===== src/hw/rtl/wms_pkg.sv =====
package wms_pkg;

   localparam logic CMD_ADD_BIT   = 1'b0;
   localparam logic CMD_FLUSH_BIT = 1'b1;

   localparam int unsigned REG_WINDOW_LEN = 0;
   localparam int unsigned REG_TARGET     = 1;

   localparam int unsigned STAT_BITS = 24;
   localparam int unsigned WLEN_BITS = 6;

   typedef enum logic [3:0] {
      ST_IDLE,
      ST_CLEAR,
      ST_WRITE,
      ST_SUM,
      ST_DIV1,
      ST_SSQ,
      ST_DIV2,
      ST_SQRT,
      ST_OUT
   } state_type;

   typedef struct packed {
      logic start_clear;
      logic do_write;
      logic start_sum;
      logic start_div1;
      logic start_ssq;
      logic start_div2;
      logic start_sqrt;
      logic load_out;
   } cmd_type;

   typedef struct packed {
      logic clear_done;
      logic fold_done;
      logic full;
      logic sum_done;
      logic div_done;
      logic ssq_done;
      logic sqrt_done;
   } status_type;

endpackage


===== src/hw/rtl/wms_stream_if.sv =====
interface wms_req_if;
   logic        valid;
   logic        ready;
   logic        cmd;
   logic [23:0] sample;
   modport source (output valid, output cmd, output sample, input ready);
   modport sink   (input valid, input cmd, input sample, output ready);
endinterface

interface wms_rsp_if;
   logic        valid;
   logic        ready;
   logic        status;
   logic [23:0] accuracy;
   logic [23:0] precision;
   modport source (output valid, output status, output accuracy, output precision,
                   input ready);
   modport sink   (input valid, input status, input accuracy, input precision,
                   output ready);
endinterface


===== src/hw/rtl/wms_ram.sv =====
module wms_ram #(
   parameter int WIDTH = 24,
   parameter int DEPTH = 32
) (
   input  logic                     clock,
   input  logic                     wr_en,
   input  logic [$clog2(DEPTH)-1:0] wr_addr,
   input  logic [WIDTH-1:0]         wr_data,
   input  logic [$clog2(DEPTH)-1:0] rd_addr,
   output logic [WIDTH-1:0]         rd_data
);
   logic [WIDTH-1:0] mem [DEPTH];
   logic [WIDTH-1:0] rd_data_ff;

   always_ff @(posedge clock) begin
      if (wr_en) begin
         mem[wr_addr] <= wr_data;
      end
      rd_data_ff <= mem[rd_addr];
   end

   assign rd_data = rd_data_ff;
endmodule


===== src/hw/rtl/wms_ctrl.sv =====
module wms_ctrl (
   input  logic                clock,
   input  logic                reset,
   input  logic                req_valid,
   output logic                req_ready,
   input  logic                req_cmd,
   output logic                rsp_valid,
   input  logic                rsp_ready,
   output wms_pkg::cmd_type    dp_cmd,
   input  wms_pkg::status_type dp_status
);
   import wms_pkg::*;

   state_type state_ff, state_in;
   logic      rsp_valid_ff, rsp_valid_in;
   logic      accept;

   // A new word is taken once the previous result has left or is leaving.
   assign req_ready = (state_ff == ST_IDLE) && (!rsp_valid_ff || rsp_ready);
   assign accept    = req_valid && req_ready;
   assign rsp_valid = rsp_valid_ff;

   always_comb begin
      state_in = state_ff;
      case (state_ff)
         ST_IDLE: begin
            if (accept) begin
               state_in = (req_cmd == CMD_FLUSH_BIT) ? ST_CLEAR : ST_WRITE;
            end
         end
         ST_CLEAR: if (dp_status.clear_done) state_in = ST_OUT;
         ST_WRITE: state_in = dp_status.full ? ST_SUM : ST_OUT;
         ST_SUM:   if (dp_status.sum_done) state_in = ST_DIV1;
         ST_DIV1:  if (dp_status.div_done) state_in = ST_SSQ;
         ST_SSQ:   if (dp_status.ssq_done) state_in = ST_DIV2;
         ST_DIV2:  if (dp_status.div_done) state_in = ST_SQRT;
         ST_SQRT:  if (dp_status.sqrt_done) state_in = ST_OUT;
         ST_OUT:   state_in = ST_IDLE;
         default:  state_in = ST_IDLE;
      endcase
   end

   always_comb begin
      dp_cmd = '0;
      case (state_ff)
         ST_IDLE: begin
            dp_cmd.start_clear = accept && (req_cmd == CMD_FLUSH_BIT);
         end
         ST_WRITE: begin
            dp_cmd.do_write  = 1'b1;
            dp_cmd.start_sum = dp_status.full;
         end
         ST_SUM:  dp_cmd.start_div1 = dp_status.sum_done;
         ST_DIV1: dp_cmd.start_ssq  = dp_status.div_done;
         ST_SSQ:  dp_cmd.start_div2 = dp_status.ssq_done;
         ST_DIV2: dp_cmd.start_sqrt = dp_status.div_done;
         ST_OUT: begin
            dp_cmd.load_out = 1'b1;
         end
         default: ;
      endcase
   end

   always_comb begin
      rsp_valid_in = rsp_valid_ff;
      if (rsp_ready) begin
         rsp_valid_in = 1'b0;
      end
      if (state_ff == ST_OUT) begin
         rsp_valid_in = 1'b1;
      end
   end

   always_ff @(posedge clock) begin
      if (reset) begin
         state_ff     <= ST_IDLE;
         rsp_valid_ff <= 1'b0;
      end else begin
         state_ff     <= state_in;
         rsp_valid_ff <= rsp_valid_in;
      end
   end
endmodule


===== src/hw/rtl/wms_dp.sv =====
module wms_dp #(
   parameter int WINDOW_MAX  = 32,
   parameter int SAMPLE_BITS = 24
) (
   input  logic                             clock,
   input  logic                             reset,
   input  logic                             req_accept,
   input  logic [SAMPLE_BITS-1:0]           req_sample,
   input  logic [wms_pkg::WLEN_BITS-1:0]    cfg_window_len,
   input  logic [23:0]                      cfg_target,
   input  wms_pkg::cmd_type                 dp_cmd,
   output wms_pkg::status_type              dp_status,
   output logic                             rsp_status,
   output logic [23:0]                      rsp_accuracy,
   output logic [23:0]                      rsp_precision
);
   import wms_pkg::*;

   localparam int AW  = $clog2(WINDOW_MAX);
   localparam int NW  = $clog2(WINDOW_MAX + 1);
   localparam int SUMW = SAMPLE_BITS + NW;
   // Rounded up to an even width so that the root walks whole bit pairs.
   localparam int SSQW = ((2 * SAMPLE_BITS + NW + 1) / 2) * 2;
   localparam int RW   = SSQW / 2 + 1;
   localparam int SQW  = RW + 2;
   localparam int SQN  = (SSQW + 1) / 2;
   localparam int CW   = (SSQW > SQN ? $clog2(SSQW + 1) : $clog2(SQN + 1));

   // Effective window length, saturated to 2..WINDOW_MAX.
   logic [NW-1:0] n;
   always_comb begin
      if ({1'b0, cfg_window_len} < 7'd2) begin
         n = NW'(2);
      end else if (32'(cfg_window_len) > 32'(WINDOW_MAX)) begin
         n = NW'(WINDOW_MAX);
      end else begin
         n = NW'(cfg_window_len);
      end
   end

   // Ring state.
   logic [NW-1:0] start_ff, start_in;
   logic [NW-1:0] fill_ff, fill_in;
   logic [SAMPLE_BITS-1:0] sample_ff;
   logic [NW-1:0] s_mod, c_sat, waddr_w;
   logic [NW:0]   wsum;

   // A shortened window leaves start_ff folded down by n once a cycle while
   // idle, so it is already below n when the next word is written.
   always_comb begin
      s_mod = (start_ff >= n) ? (start_ff - n) : start_ff;
      c_sat = (fill_ff > n) ? n : fill_ff;
      wsum  = {1'b0, s_mod} + {1'b0, c_sat};
      waddr_w = (wsum >= {1'b0, n}) ? NW'(wsum - {1'b0, n}) : wsum[NW-1:0];
   end

   // Clearing pass.
   logic          clr_ff, clr_in;
   logic [NW-1:0] clr_idx_ff, clr_idx_in;

   // Pass over the ring (shared by sum and squared deviation).
   logic          pass_ff, pass_in;
   logic          ssq_mode_ff, ssq_mode_in;
   logic [NW-1:0] rd_cnt_ff, rd_cnt_in;
   logic [NW-1:0] rd_ptr_ff, rd_ptr_in;
   logic          rd_vld_ff;
   logic [NW-1:0] acc_cnt_ff, acc_cnt_in;
   logic [SSQW-1:0] acc_ff, acc_in;
   logic [SAMPLE_BITS-1:0] d_ff;
   logic          d_vld_ff;
   logic [SAMPLE_BITS-1:0] mean_ff;

   // Shared restoring divider.
   logic            div_ff, div_in;
   logic [SSQW-1:0] quo_ff, quo_in;
   logic [NW-1:0]   rem_ff, rem_in;
   logic [CW-1:0]   dcnt_ff, dcnt_in;
   logic            div_done_ff;

   // Square root.
   logic            sq_ff, sq_in;
   logic [SSQW-1:0] sqv_ff, sqv_in;
   logic [RW-1:0]   sqr_ff, sqr_in;
   logic [CW-1:0]   scnt_ff, scnt_in;
   logic            sq_done_ff;

   logic                   ram_we;
   logic [AW-1:0]          ram_wa, ram_ra;
   logic [SAMPLE_BITS-1:0] ram_wd, ram_rd;

   wms_ram #(.WIDTH(SAMPLE_BITS), .DEPTH(WINDOW_MAX)) u_ring (
      .clock   (clock),
      .wr_en   (ram_we),
      .wr_addr (ram_wa),
      .wr_data (ram_wd),
      .rd_addr (ram_ra),
      .rd_data (ram_rd)
   );

   always_comb begin
      ram_we = 1'b0;
      ram_wa = waddr_w[AW-1:0];
      ram_wd = sample_ff;
      if (clr_ff) begin
         ram_we = 1'b1;
         ram_wa = clr_idx_ff[AW-1:0];
         ram_wd = '0;
      end else if (dp_cmd.do_write) begin
         ram_we = 1'b1;
      end
      ram_ra = rd_ptr_ff[AW-1:0];
   end

   // Ring update on clear, on write and on the fold of a shortened window.
   always_comb begin
      start_in = start_ff;
      fill_in  = fill_ff;
      if (dp_cmd.start_clear) begin
         start_in = '0;
         fill_in  = '0;
      end else if (dp_cmd.do_write) begin
         if (c_sat < n) begin
            start_in = s_mod;
            fill_in  = c_sat + NW'(1);
         end else begin
            start_in = (s_mod + NW'(1) == n) ? '0 : s_mod + NW'(1);
            fill_in  = c_sat;
         end
      end else if (start_ff >= n) begin
         start_in = start_ff - n;
      end
   end

   always_comb begin
      clr_in     = clr_ff;
      clr_idx_in = clr_idx_ff;
      if (dp_cmd.start_clear) begin
         clr_in     = 1'b1;
         clr_idx_in = '0;
      end else if (clr_ff) begin
         clr_idx_in = clr_idx_ff + NW'(1);
         if (32'(clr_idx_ff) == WINDOW_MAX - 1) clr_in = 1'b0;
      end
   end

   // Pass: issue n reads starting at start_ff, accumulate as data returns.
   logic [SAMPLE_BITS-1:0] diff_w;
   always_comb begin
      pass_in     = pass_ff;
      ssq_mode_in = ssq_mode_ff;
      rd_cnt_in   = rd_cnt_ff;
      rd_ptr_in   = rd_ptr_ff;
      acc_cnt_in  = acc_cnt_ff;
      acc_in      = acc_ff;
      diff_w = (ram_rd >= mean_ff) ? ram_rd - mean_ff : mean_ff - ram_rd;
      if (dp_cmd.start_sum || dp_cmd.start_ssq) begin
         pass_in     = 1'b1;
         ssq_mode_in = dp_cmd.start_ssq;
         rd_cnt_in   = '0;
         rd_ptr_in   = dp_cmd.start_sum ? start_in : start_ff;
         acc_cnt_in  = '0;
         acc_in      = '0;
      end else if (pass_ff) begin
         if (rd_cnt_ff != n) begin
            rd_cnt_in = rd_cnt_ff + NW'(1);
            rd_ptr_in = (rd_ptr_ff + NW'(1) == n) ? '0 : rd_ptr_ff + NW'(1);
         end
         if (!ssq_mode_ff && rd_vld_ff) begin
            acc_in     = acc_ff + SSQW'(ram_rd);
            acc_cnt_in = acc_cnt_ff + NW'(1);
         end
         if (ssq_mode_ff && d_vld_ff) begin
            acc_in     = acc_ff + SSQW'(d_ff) * SSQW'(d_ff);
            acc_cnt_in = acc_cnt_ff + NW'(1);
         end
         if (acc_cnt_in == n) pass_in = 1'b0;
      end
   end

   // Divider: acc_ff / n, one quotient bit per cycle.
   logic [NW:0] trial;
   always_comb begin
      div_in  = div_ff;
      quo_in  = quo_ff;
      rem_in  = rem_ff;
      dcnt_in = dcnt_ff;
      trial   = {rem_ff, quo_ff[SSQW-1]};
      if (dp_cmd.start_div1 || dp_cmd.start_div2) begin
         div_in  = 1'b1;
         quo_in  = acc_ff;
         rem_in  = '0;
         dcnt_in = CW'(SSQW);
      end else if (div_ff) begin
         quo_in = {quo_ff[SSQW-2:0], 1'b0};
         if (trial >= {1'b0, n}) begin
            rem_in    = NW'(trial - {1'b0, n});
            quo_in[0] = 1'b1;
         end else begin
            rem_in = trial[NW-1:0];
         end
         dcnt_in = dcnt_ff - CW'(1);
         if (dcnt_ff == CW'(1)) div_in = 1'b0;
      end
   end

   // Square root, two radicand bits per cycle.
   logic [SQW-1:0] sq_t;
   logic [SQW-1:0] sq_rem;
   logic [RW-1:0]  sqrem_ff, sqrem_in_unused;
   always_comb begin
      sq_in   = sq_ff;
      sqv_in  = sqv_ff;
      sqr_in  = sqr_ff;
      scnt_in = scnt_ff;
      sqrem_in_unused = sqrem_ff;
      sq_rem = {sqrem_ff, sqv_ff[SSQW-1 -: 2]};
      sq_t   = {sqr_ff, 2'b01};
      if (dp_cmd.start_sqrt) begin
         sq_in   = 1'b1;
         sqv_in  = quo_ff;
         sqr_in  = '0;
         sqrem_in_unused = '0;
         scnt_in = CW'(SQN);
      end else if (sq_ff) begin
         sqv_in = {sqv_ff[SSQW-3:0], 2'b00};
         if (sq_rem >= sq_t) begin
            sqrem_in_unused = RW'(sq_rem - sq_t);
            sqr_in = {sqr_ff[RW-2:0], 1'b1};
         end else begin
            sqrem_in_unused = RW'(sq_rem);
            sqr_in = {sqr_ff[RW-2:0], 1'b0};
         end
         scnt_in = scnt_ff - CW'(1);
         if (scnt_ff == CW'(1)) sq_in = 1'b0;
      end
   end

   always_ff @(posedge clock) begin
      if (reset) begin
         start_ff    <= '0;
         fill_ff     <= '0;
         clr_ff      <= 1'b1;
         clr_idx_ff  <= '0;
         pass_ff     <= 1'b0;
         rd_vld_ff   <= 1'b0;
         d_vld_ff    <= 1'b0;
         div_ff      <= 1'b0;
         div_done_ff <= 1'b0;
         sq_ff       <= 1'b0;
         sq_done_ff  <= 1'b0;
      end else begin
         start_ff    <= start_in;
         fill_ff     <= fill_in;
         clr_ff      <= clr_in;
         clr_idx_ff  <= clr_idx_in;
         pass_ff     <= pass_in;
         rd_vld_ff   <= pass_ff && (rd_cnt_ff != n) && !dp_cmd.start_ssq;
         d_vld_ff    <= rd_vld_ff && ssq_mode_ff && pass_ff;
         div_ff      <= div_in;
         div_done_ff <= div_ff && !div_in;
         sq_ff       <= sq_in;
         sq_done_ff  <= sq_ff && !sq_in;
      end
   end

   always_ff @(posedge clock) begin
      if (req_accept) sample_ff <= req_sample;
      ssq_mode_ff <= ssq_mode_in;
      rd_cnt_ff   <= rd_cnt_in;
      rd_ptr_ff   <= rd_ptr_in;
      acc_cnt_ff  <= acc_cnt_in;
      acc_ff      <= acc_in;
      d_ff        <= diff_w;
      quo_ff      <= quo_in;
      rem_ff      <= rem_in;
      dcnt_ff     <= dcnt_in;
      sqv_ff      <= sqv_in;
      sqr_ff      <= sqr_in;
      sqrem_ff    <= sqrem_in_unused;
      scnt_ff     <= scnt_in;
      if (dp_cmd.start_ssq) mean_ff <= SAMPLE_BITS'(quo_ff);
   end

   // Result register.
   logic        status_ff;
   logic [23:0] accuracy_ff, precision_ff;
   logic        full_ff;
   always_ff @(posedge clock) begin
      if (dp_cmd.do_write) full_ff <= !(c_sat < n) || (c_sat + NW'(1) == n);
      if (dp_cmd.start_clear) full_ff <= 1'b0;
      if (dp_cmd.load_out) begin
         status_ff <= full_ff;
         if (full_ff) begin
            accuracy_ff  <= (mean_ff >= SAMPLE_BITS'(cfg_target)) ?
                            24'(mean_ff - SAMPLE_BITS'(cfg_target)) :
                            24'(SAMPLE_BITS'(cfg_target) - mean_ff);
            precision_ff <= 24'(sqr_ff);
         end else begin
            accuracy_ff  <= '0;
            precision_ff <= '0;
         end
      end
   end

   assign rsp_status    = status_ff;
   assign rsp_accuracy  = accuracy_ff;
   assign rsp_precision = precision_ff;

   always_comb begin
      dp_status.clear_done = !clr_ff;
      dp_status.fold_done  = !(start_ff >= n);
      dp_status.full       = !(c_sat < n) || (c_sat + NW'(1) == n);
      dp_status.sum_done   = !pass_ff && !ssq_mode_ff && !dp_cmd.start_sum;
      dp_status.ssq_done   = !pass_ff && ssq_mode_ff && !dp_cmd.start_ssq;
      dp_status.div_done   = div_done_ff;
      dp_status.sqrt_done  = sq_done_ff;
   end
endmodule


===== src/hw/rtl/window_mean_sigma_stats_unit.sv =====
// Sliding-window statistics over unsigned Q16.8 samples. Each add word
// stores a sample in a ring held in a single-port-write RAM; once the window
// holds window_len samples (saturated to 2..WINDOW_MAX) the result carries
// |mean - target| and the floored population standard deviation. A full
// window of n samples gives its result after two read passes over the ring,
// two bit-serial divisions by n, a two-bit-per-cycle square root and the
// sequencing between them; no new word is taken until that result has left
// or is leaving. An add while the window is filling passes only through the
// write and output states, and a flush zeroes the ring one entry a cycle.
// After reset the same clearing pass runs before the first word is taken,
// and after window_len is shortened the block holds off the next word while
// it folds the ring start into the new window.
module window_mean_sigma_stats_unit #(
   parameter int WINDOW_MAX  = 32,
   parameter int SAMPLE_BITS = 24
) (
   input  logic        clock,
   input  logic        reset,
   wms_req_if.sink     req,
   wms_rsp_if.source   rsp,
   input  logic        csr_psel,
   input  logic        csr_penable,
   input  logic        csr_pwrite,
   input  logic [2:0]  csr_paddr,
   input  logic [31:0] csr_pwdata,
   output logic [31:0] csr_prdata,
   output logic        csr_pready
);
   import wms_pkg::*;

   logic [WLEN_BITS-1:0] window_len_ff;
   logic [23:0]          target_ff;
   cmd_type              dp_cmd;
   status_type           dp_status;
   logic                 req_ready_w;
   logic                 dp_busy;

   assign csr_pready = 1'b1;

   always_ff @(posedge clock) begin
      if (reset) begin
         window_len_ff <= WLEN_BITS'(8);
         target_ff     <= '0;
      end else if (csr_psel && csr_penable && csr_pwrite) begin
         if (csr_paddr[2] == REG_TARGET[0]) begin
            target_ff <= csr_pwdata[23:0];
         end else begin
            window_len_ff <= csr_pwdata[WLEN_BITS-1:0];
         end
      end
   end

   always_comb begin
      csr_prdata = (csr_paddr[2] == REG_TARGET[0]) ? {8'd0, target_ff} :
                   {26'd0, window_len_ff};
   end

   assign dp_busy   = !dp_status.clear_done || !dp_status.fold_done;
   assign req.ready = req_ready_w && !dp_busy;

   wms_ctrl u_ctrl (
      .clock     (clock),
      .reset     (reset),
      .req_valid (req.valid && !dp_busy),
      .req_ready (req_ready_w),
      .req_cmd   (req.cmd),
      .rsp_valid (rsp.valid),
      .rsp_ready (rsp.ready),
      .dp_cmd    (dp_cmd),
      .dp_status (dp_status)
   );

   wms_dp #(.WINDOW_MAX(WINDOW_MAX), .SAMPLE_BITS(SAMPLE_BITS)) u_dp (
      .clock          (clock),
      .reset          (reset),
      .req_accept     (req.valid && req.ready),
      .req_sample     (SAMPLE_BITS'(req.sample)),
      .cfg_window_len (window_len_ff),
      .cfg_target     (target_ff),
      .dp_cmd         (dp_cmd),
      .dp_status      (dp_status),
      .rsp_status     (rsp.status),
      .rsp_accuracy   (rsp.accuracy),
      .rsp_precision  (rsp.precision)
   );
endmodule

===== src/flat_wrapper.sv =====
// flat-port wrapper written by rule: the top's interface ports become plain ports
module window_mean_sigma_stats_unit_flat import wms_pkg::*;
#(
   parameter int WINDOW_MAX  = 32,
   parameter int SAMPLE_BITS = 24
)
  (clock, reset, csr_psel, csr_penable, csr_pwrite, csr_paddr, csr_pwdata, csr_prdata, csr_pready, req_valid, req_cmd, req_sample, req_ready, rsp_valid, rsp_status, rsp_accuracy, rsp_precision, rsp_ready);
  wms_req_if req_i ();
  wms_rsp_if rsp_i ();
  input  logic clock;
  input  logic reset;
  input  logic csr_psel;
  input  logic csr_penable;
  input  logic csr_pwrite;
  input  logic [2:0] csr_paddr;
  input  logic [31:0] csr_pwdata;
  output logic [31:0] csr_prdata;
  output logic csr_pready;
  input wire logic [$bits(req_i.valid)-1:0] req_valid;
  input wire logic [$bits(req_i.cmd)-1:0] req_cmd;
  input wire logic [$bits(req_i.sample)-1:0] req_sample;
  output wire logic [$bits(req_i.ready)-1:0] req_ready;
  output wire logic [$bits(rsp_i.valid)-1:0] rsp_valid;
  output wire logic [$bits(rsp_i.status)-1:0] rsp_status;
  output wire logic [$bits(rsp_i.accuracy)-1:0] rsp_accuracy;
  output wire logic [$bits(rsp_i.precision)-1:0] rsp_precision;
  input wire logic [$bits(rsp_i.ready)-1:0] rsp_ready;
  assign req_i.valid = req_valid;
  assign req_i.cmd = req_cmd;
  assign req_i.sample = req_sample;
  assign req_ready = req_i.ready;
  assign rsp_valid = rsp_i.valid;
  assign rsp_status = rsp_i.status;
  assign rsp_accuracy = rsp_i.accuracy;
  assign rsp_precision = rsp_i.precision;
  assign rsp_i.ready = rsp_ready;
  window_mean_sigma_stats_unit #(.WINDOW_MAX(WINDOW_MAX), .SAMPLE_BITS(SAMPLE_BITS)) u_core (.clock(clock), .reset(reset), .req(req_i), .rsp(rsp_i), .csr_psel(csr_psel), .csr_penable(csr_penable), .csr_pwrite(csr_pwrite), .csr_paddr(csr_paddr), .csr_pwdata(csr_pwdata), .csr_prdata(csr_prdata), .csr_pready(csr_pready));
endmodule

===== config.mk =====
export PLATFORM = sky130hd
export DESIGN_NAME = window_mean_sigma_stats_unit_flat
export DESIGN_NICKNAME = d
export VERILOG_FILES = /design/src/hw/rtl/wms_pkg.sv /design/src/hw/rtl/wms_stream_if.sv /design/src/hw/rtl/wms_ram.sv /design/src/hw/rtl/wms_ctrl.sv /design/src/hw/rtl/wms_dp.sv /design/src/hw/rtl/window_mean_sigma_stats_unit.sv /design/src/flat_wrapper.sv
export SDC_FILE = /design/constraint.sdc
export NUM_CORES = 2
export LEC_CHECK = 0
export BUFFER_PORTS_ARGS = -buffer_cell sky130_fd_sc_hd__buf_4
export CORE_MARGIN = 4
export CORE_UTILIZATION = 60
export DETAILED_ROUTE_END_ITERATION = 12
export PLACE_DENSITY = 0.88
export SKIP_LAST_GASP = 1
export SYNTH_ARGS = -nofsm -noshare
export SYNTH_HDL_FRONTEND = slang
export SYNTH_SLANG_ARGS = --single-unit

===== constraint.sdc =====
create_clock -name clock -period 13.4 [get_ports clock]
set_input_delay 0.67 -clock clock [delete_from_list [all_inputs] [get_ports clock]]
set_output_delay 0.67 -clock clock [all_outputs]
set_load 0.02 [all_outputs]

==> flow_metrics.env <==
export IMPL_hpwl_um=134200
export IMPL_max_slew_margin_pct=7.801
export IMPL_worstHoldPathType="primary input to register"
export IMPL_worst_path_max_fanout=21
export IMPL_crit_path_end_kind="register"
export IMPL_die_area_mm2=0.1308
export IMPL_synthTopCellsByCount="edfxtp_1, inv_1, nand2_1, fa_1, ha_1"
export IMPL_postCtsHoldBufs=0
export IMPL_routedWlPerCell_um=24.85
export IMPL_r2r_cells=27
export IMPL_power_leakage_nw=31.82
export IMPL_ios=151
export IMPL_yosysSeqAreaShare_pct=45.86
export IMPL_finalCriticalPeriod_ns=9.146
export IMPL_worstSkewPairLatency_ns=0.76
export IMPL_grt_max_degree=121
export IMPL_rsz0062_at_grt="false"
export IMPL_postCtsSetupRepairBufs=0
export IMPL_avgSynthCellArea_um2=11.78
export IMPL_period_share_pct=68.26
export IMPL_grt_pass1_wl_um=311900
export IMPL_yosys_warnings=0
export IMPL_area_growth_pct=8.893
export IMPL_clock_root_buffer="clkbuf_16"
export IMPL_ir_drop_mv=0.4340
export IMPL_tightest_slew_ns=1.377
export IMPL_grt_pass1_vias=52882
export IMPL_start_kind="register"
export IMPL_die_width_um=361.7
export IMPL_yosys_top_cells_area="edfxtp_1, fa_1, mux4_2, dfxtp_1, ha_1"
export IMPL_initial_core_util_pct=60.57
export IMPL_routed_via_count=51726
export IMPL_final_util_pct=65.95
export IMPL_gp_congestion=0.9494
export IMPL_final_nets=7350
export IMPL_routed_via_density=6.332
export IMPL_syn_inst=6371
export IMPL_row_count=129
export IMPL_overflow=0
export IMPL_crit_type="register to register"
export IMPL_hold_viol_final=0
export IMPL_synth_seq_cells=1230
export IMPL_fillers=8303
export IMPL_drt_pass1_iterations=6
export IMPL_p_per_area_mw_per_mm2=172.1
export IMPL_synth_top_area_share_pct=39.20
export IMPL_cts_buffers=113
export IMPL_antenna_left=0
export IMPL_cts_resized=0
export IMPL_path_clk_slew_ns=0.07
export IMPL_synth_most_common_cell="edfxtp_1"
export IMPL_drt_met1_wl_um=72690
export IMPL_core_area_mm2=0.1240
export IMPL_layout_drive_gt1_share_pct=11.95
export IMPL_synth_cell_type_count=95
export IMPL_routed_wl_um=203000
export IMPL_port_buffers=131
export IMPL_synthArstFlopShare_pct=0
export IMPL_yosysTopAreaCell="edfxtp_1"
export IMPL_clockBufferDepth=3
export IMPL_first_iter_violations=6030
export IMPL_route_met2_wl_um=98350
export IMPL_fp_dieH_um=361.7
export IMPL_grt_usage_pct=31.02
export IMPL_tns_ns=0
export IMPL_max_clock_freq_mhz=109.3
export IMPL_cts_sinks=1230
export IMPL_htree_levels=3
export IMPL_arrival_ns=9.82
export IMPL_wl_met3_um=20160
export IMPL_ys_flop_type="edfxtp_1"
export IMPL_synthesis_area_mm2=0.07508
export IMPL_drc=0
export IMPL_synth_edf_count=980
export IMPL_cp_data_required_time_ns=14.07
export IMPL_cts_tree="done"
export IMPL_status="complete, no violations"
export IMPL_setup_violations=0
export IMPL_drv_slew=0
export IMPL_maxCapViolations=0
export IMPL_holdPathStages=1
export IMPL_antenna_found_initial=7
export IMPL_routed_top_layer="met5"
export IMPL_fin_skew_ns=0.09930
==> cells by family (layout without fill, tap and decap cells) <==
kind of cell	after synthesis	count (layout)	share of synthesized area [%]
buf+inv	1166	1317	5.976
compound gates	958	958	8.001
mux	357	357	8.835
other cells	2	12	0.01000
fa+ha+maj	855	855	19.01
xor+xnor	218	218	2.543
simple gates	1585	1585	9.761
flops	1230	1230	45.86
==> sequential cells by signal (all words and copies together), names as in the netlist, 24 cells and up <==
signal,cells
u_core.target_ff,24
u_core.u_dp.acc_ff,54
u_core.u_dp.d_ff,24
u_core.u_dp.mean_ff,24
u_core.u_dp.quo_ff,54
u_core.u_dp.rsp_accuracy,24
u_core.u_dp.rsp_precision,24
u_core.u_dp.sample_ff,24
u_core.u_dp.sqr_ff,28
u_core.u_dp.sqrem_ff,28
u_core.u_dp.sqv_ff,54
u_core.u_dp.u_ring.mem,768
u_core.u_dp.u_ring.rd_data,24
==> final cells by class <==
| cell class | instances | area (µm²) | share of cell area (%) |
|---|---|---|---|
| repair buffers | 228 | 1732 | 2.118 |
| multi-input cells | 3982 | 36300 | 44.41 |
| inverters | 873 | 3277 | 4.008 |
| well taps | 1637 | 2048 | 2.505 |
| clock buffers | 140 | 3022 | 3.696 |
| diodes | 3 | 7.507 | 0.009183 |
| clock inverters | 76 | 923.4 | 1.129 |
| flip-flops and latches | 1230 | 34440 | 42.12 |
==> power breakdown <==
part / total (mW) / switching [mW] / internal (mW)
sequential: 4.19 / 0.0575 / 4.14
combinational: 6.44 / 3.91 / 2.53
clock: 3.43 / 1.53 / 1.90
total: 14.1 / 5.50 / 8.57
==> metrics by stage <==
stage          worst slack (ns)  std cells  hold WS [ns]  cell area [µm²]  power, mW
2_1_floorplan             5.898       6378        0.4241            75100      9.018
3_3_place_gp              4.652       7949        0.4276            77780      10.32
3_5_place_dp              4.506       7949        0.4463            77780      10.50
4_1_cts                   4.407       8165       0.04632            81720      13.97
5_1_grt                   3.943       8167       0.04232            81750      14.94
6_report                  4.254       8169       0.07427            81750      14.07
==> critical path, cell delays in order, from the launching register on <==
cell and delay [ns]:
dfxtp_1 1.01, inv_1 0.47, nor2_1 0.35, inv_1 0.09
fa_1 0.52, inv_1 0.08, fa_1 0.51, fa_1 0.58
inv_1 0.06, fa_1 0.49, inv_1 0.05, fa_1 0.44
fa_1 0.53, inv_1 0.06, fa_1 0.49, inv_1 0.04
ha_1 0.39, nand2_1 0.13, nor3_1 0.35, nand4_1 0.16
nor4_1 0.44, o21ai_1 0.23, a211oi_1 0.34, o21ai_1 0.19
o21ai_1 0.32, a21oi_1 0.18, or4_1 0.46, nand3_1 0.10
==> worst paths after layout <==
path                            slack [ns]                                  end                              from
worst max-delay path                  4.25  u_core.u_dp.acc_ff[49]$_SDFFE_PN0P_       u_core.u_dp.d_ff[1]$_DFF_P_
worst min-delay path                  0.07  u_core.u_dp.sample_ff[15]$_DFFE_PP_                    req_sample[15]
worst max register to register        4.25  u_core.u_dp.acc_ff[49]$_SDFFE_PN0P_       u_core.u_dp.d_ff[1]$_DFF_P_
worst min register to register        0.45      u_core.u_dp.d_vld_ff$_SDFF_PP0_  u_core.u_dp.rd_vld_ff$_SDFF_PP0_
==> per-layer routing <==
metal / vias to the layer above / track usage (%)
met3: 744 / 6.441
met1: 25645 / 39.27
li1: 22079 / -
met2: 3248 / 51.57
met4: 10 / 14.95
met5: - / 0
==> cell usage in the layout, fill, tap and decap left out, types with 181 or more instances in the layout <==
| cell | netlist | layout |
|---|---|---|
| and2_1 | 181 | 181 |
| dfxtp_1 | 250 | 248 |
| buf_4 | 13 | 226 |
| mux4_2 | 240 | 240 |
| a21oi_1 | 341 | 341 |
| edfxtp_1 | 980 | 980 |
| nand2_1 | 681 | 681 |
| inv_1 | 872 | 871 |
| nor2_1 | 317 | 291 |
| ha_1 | 379 | 379 |
| fa_1 | 476 | 476 |
| o21ai_0 | 184 | 184 |
Note: power is estimated with default switching activity, not from simulation.
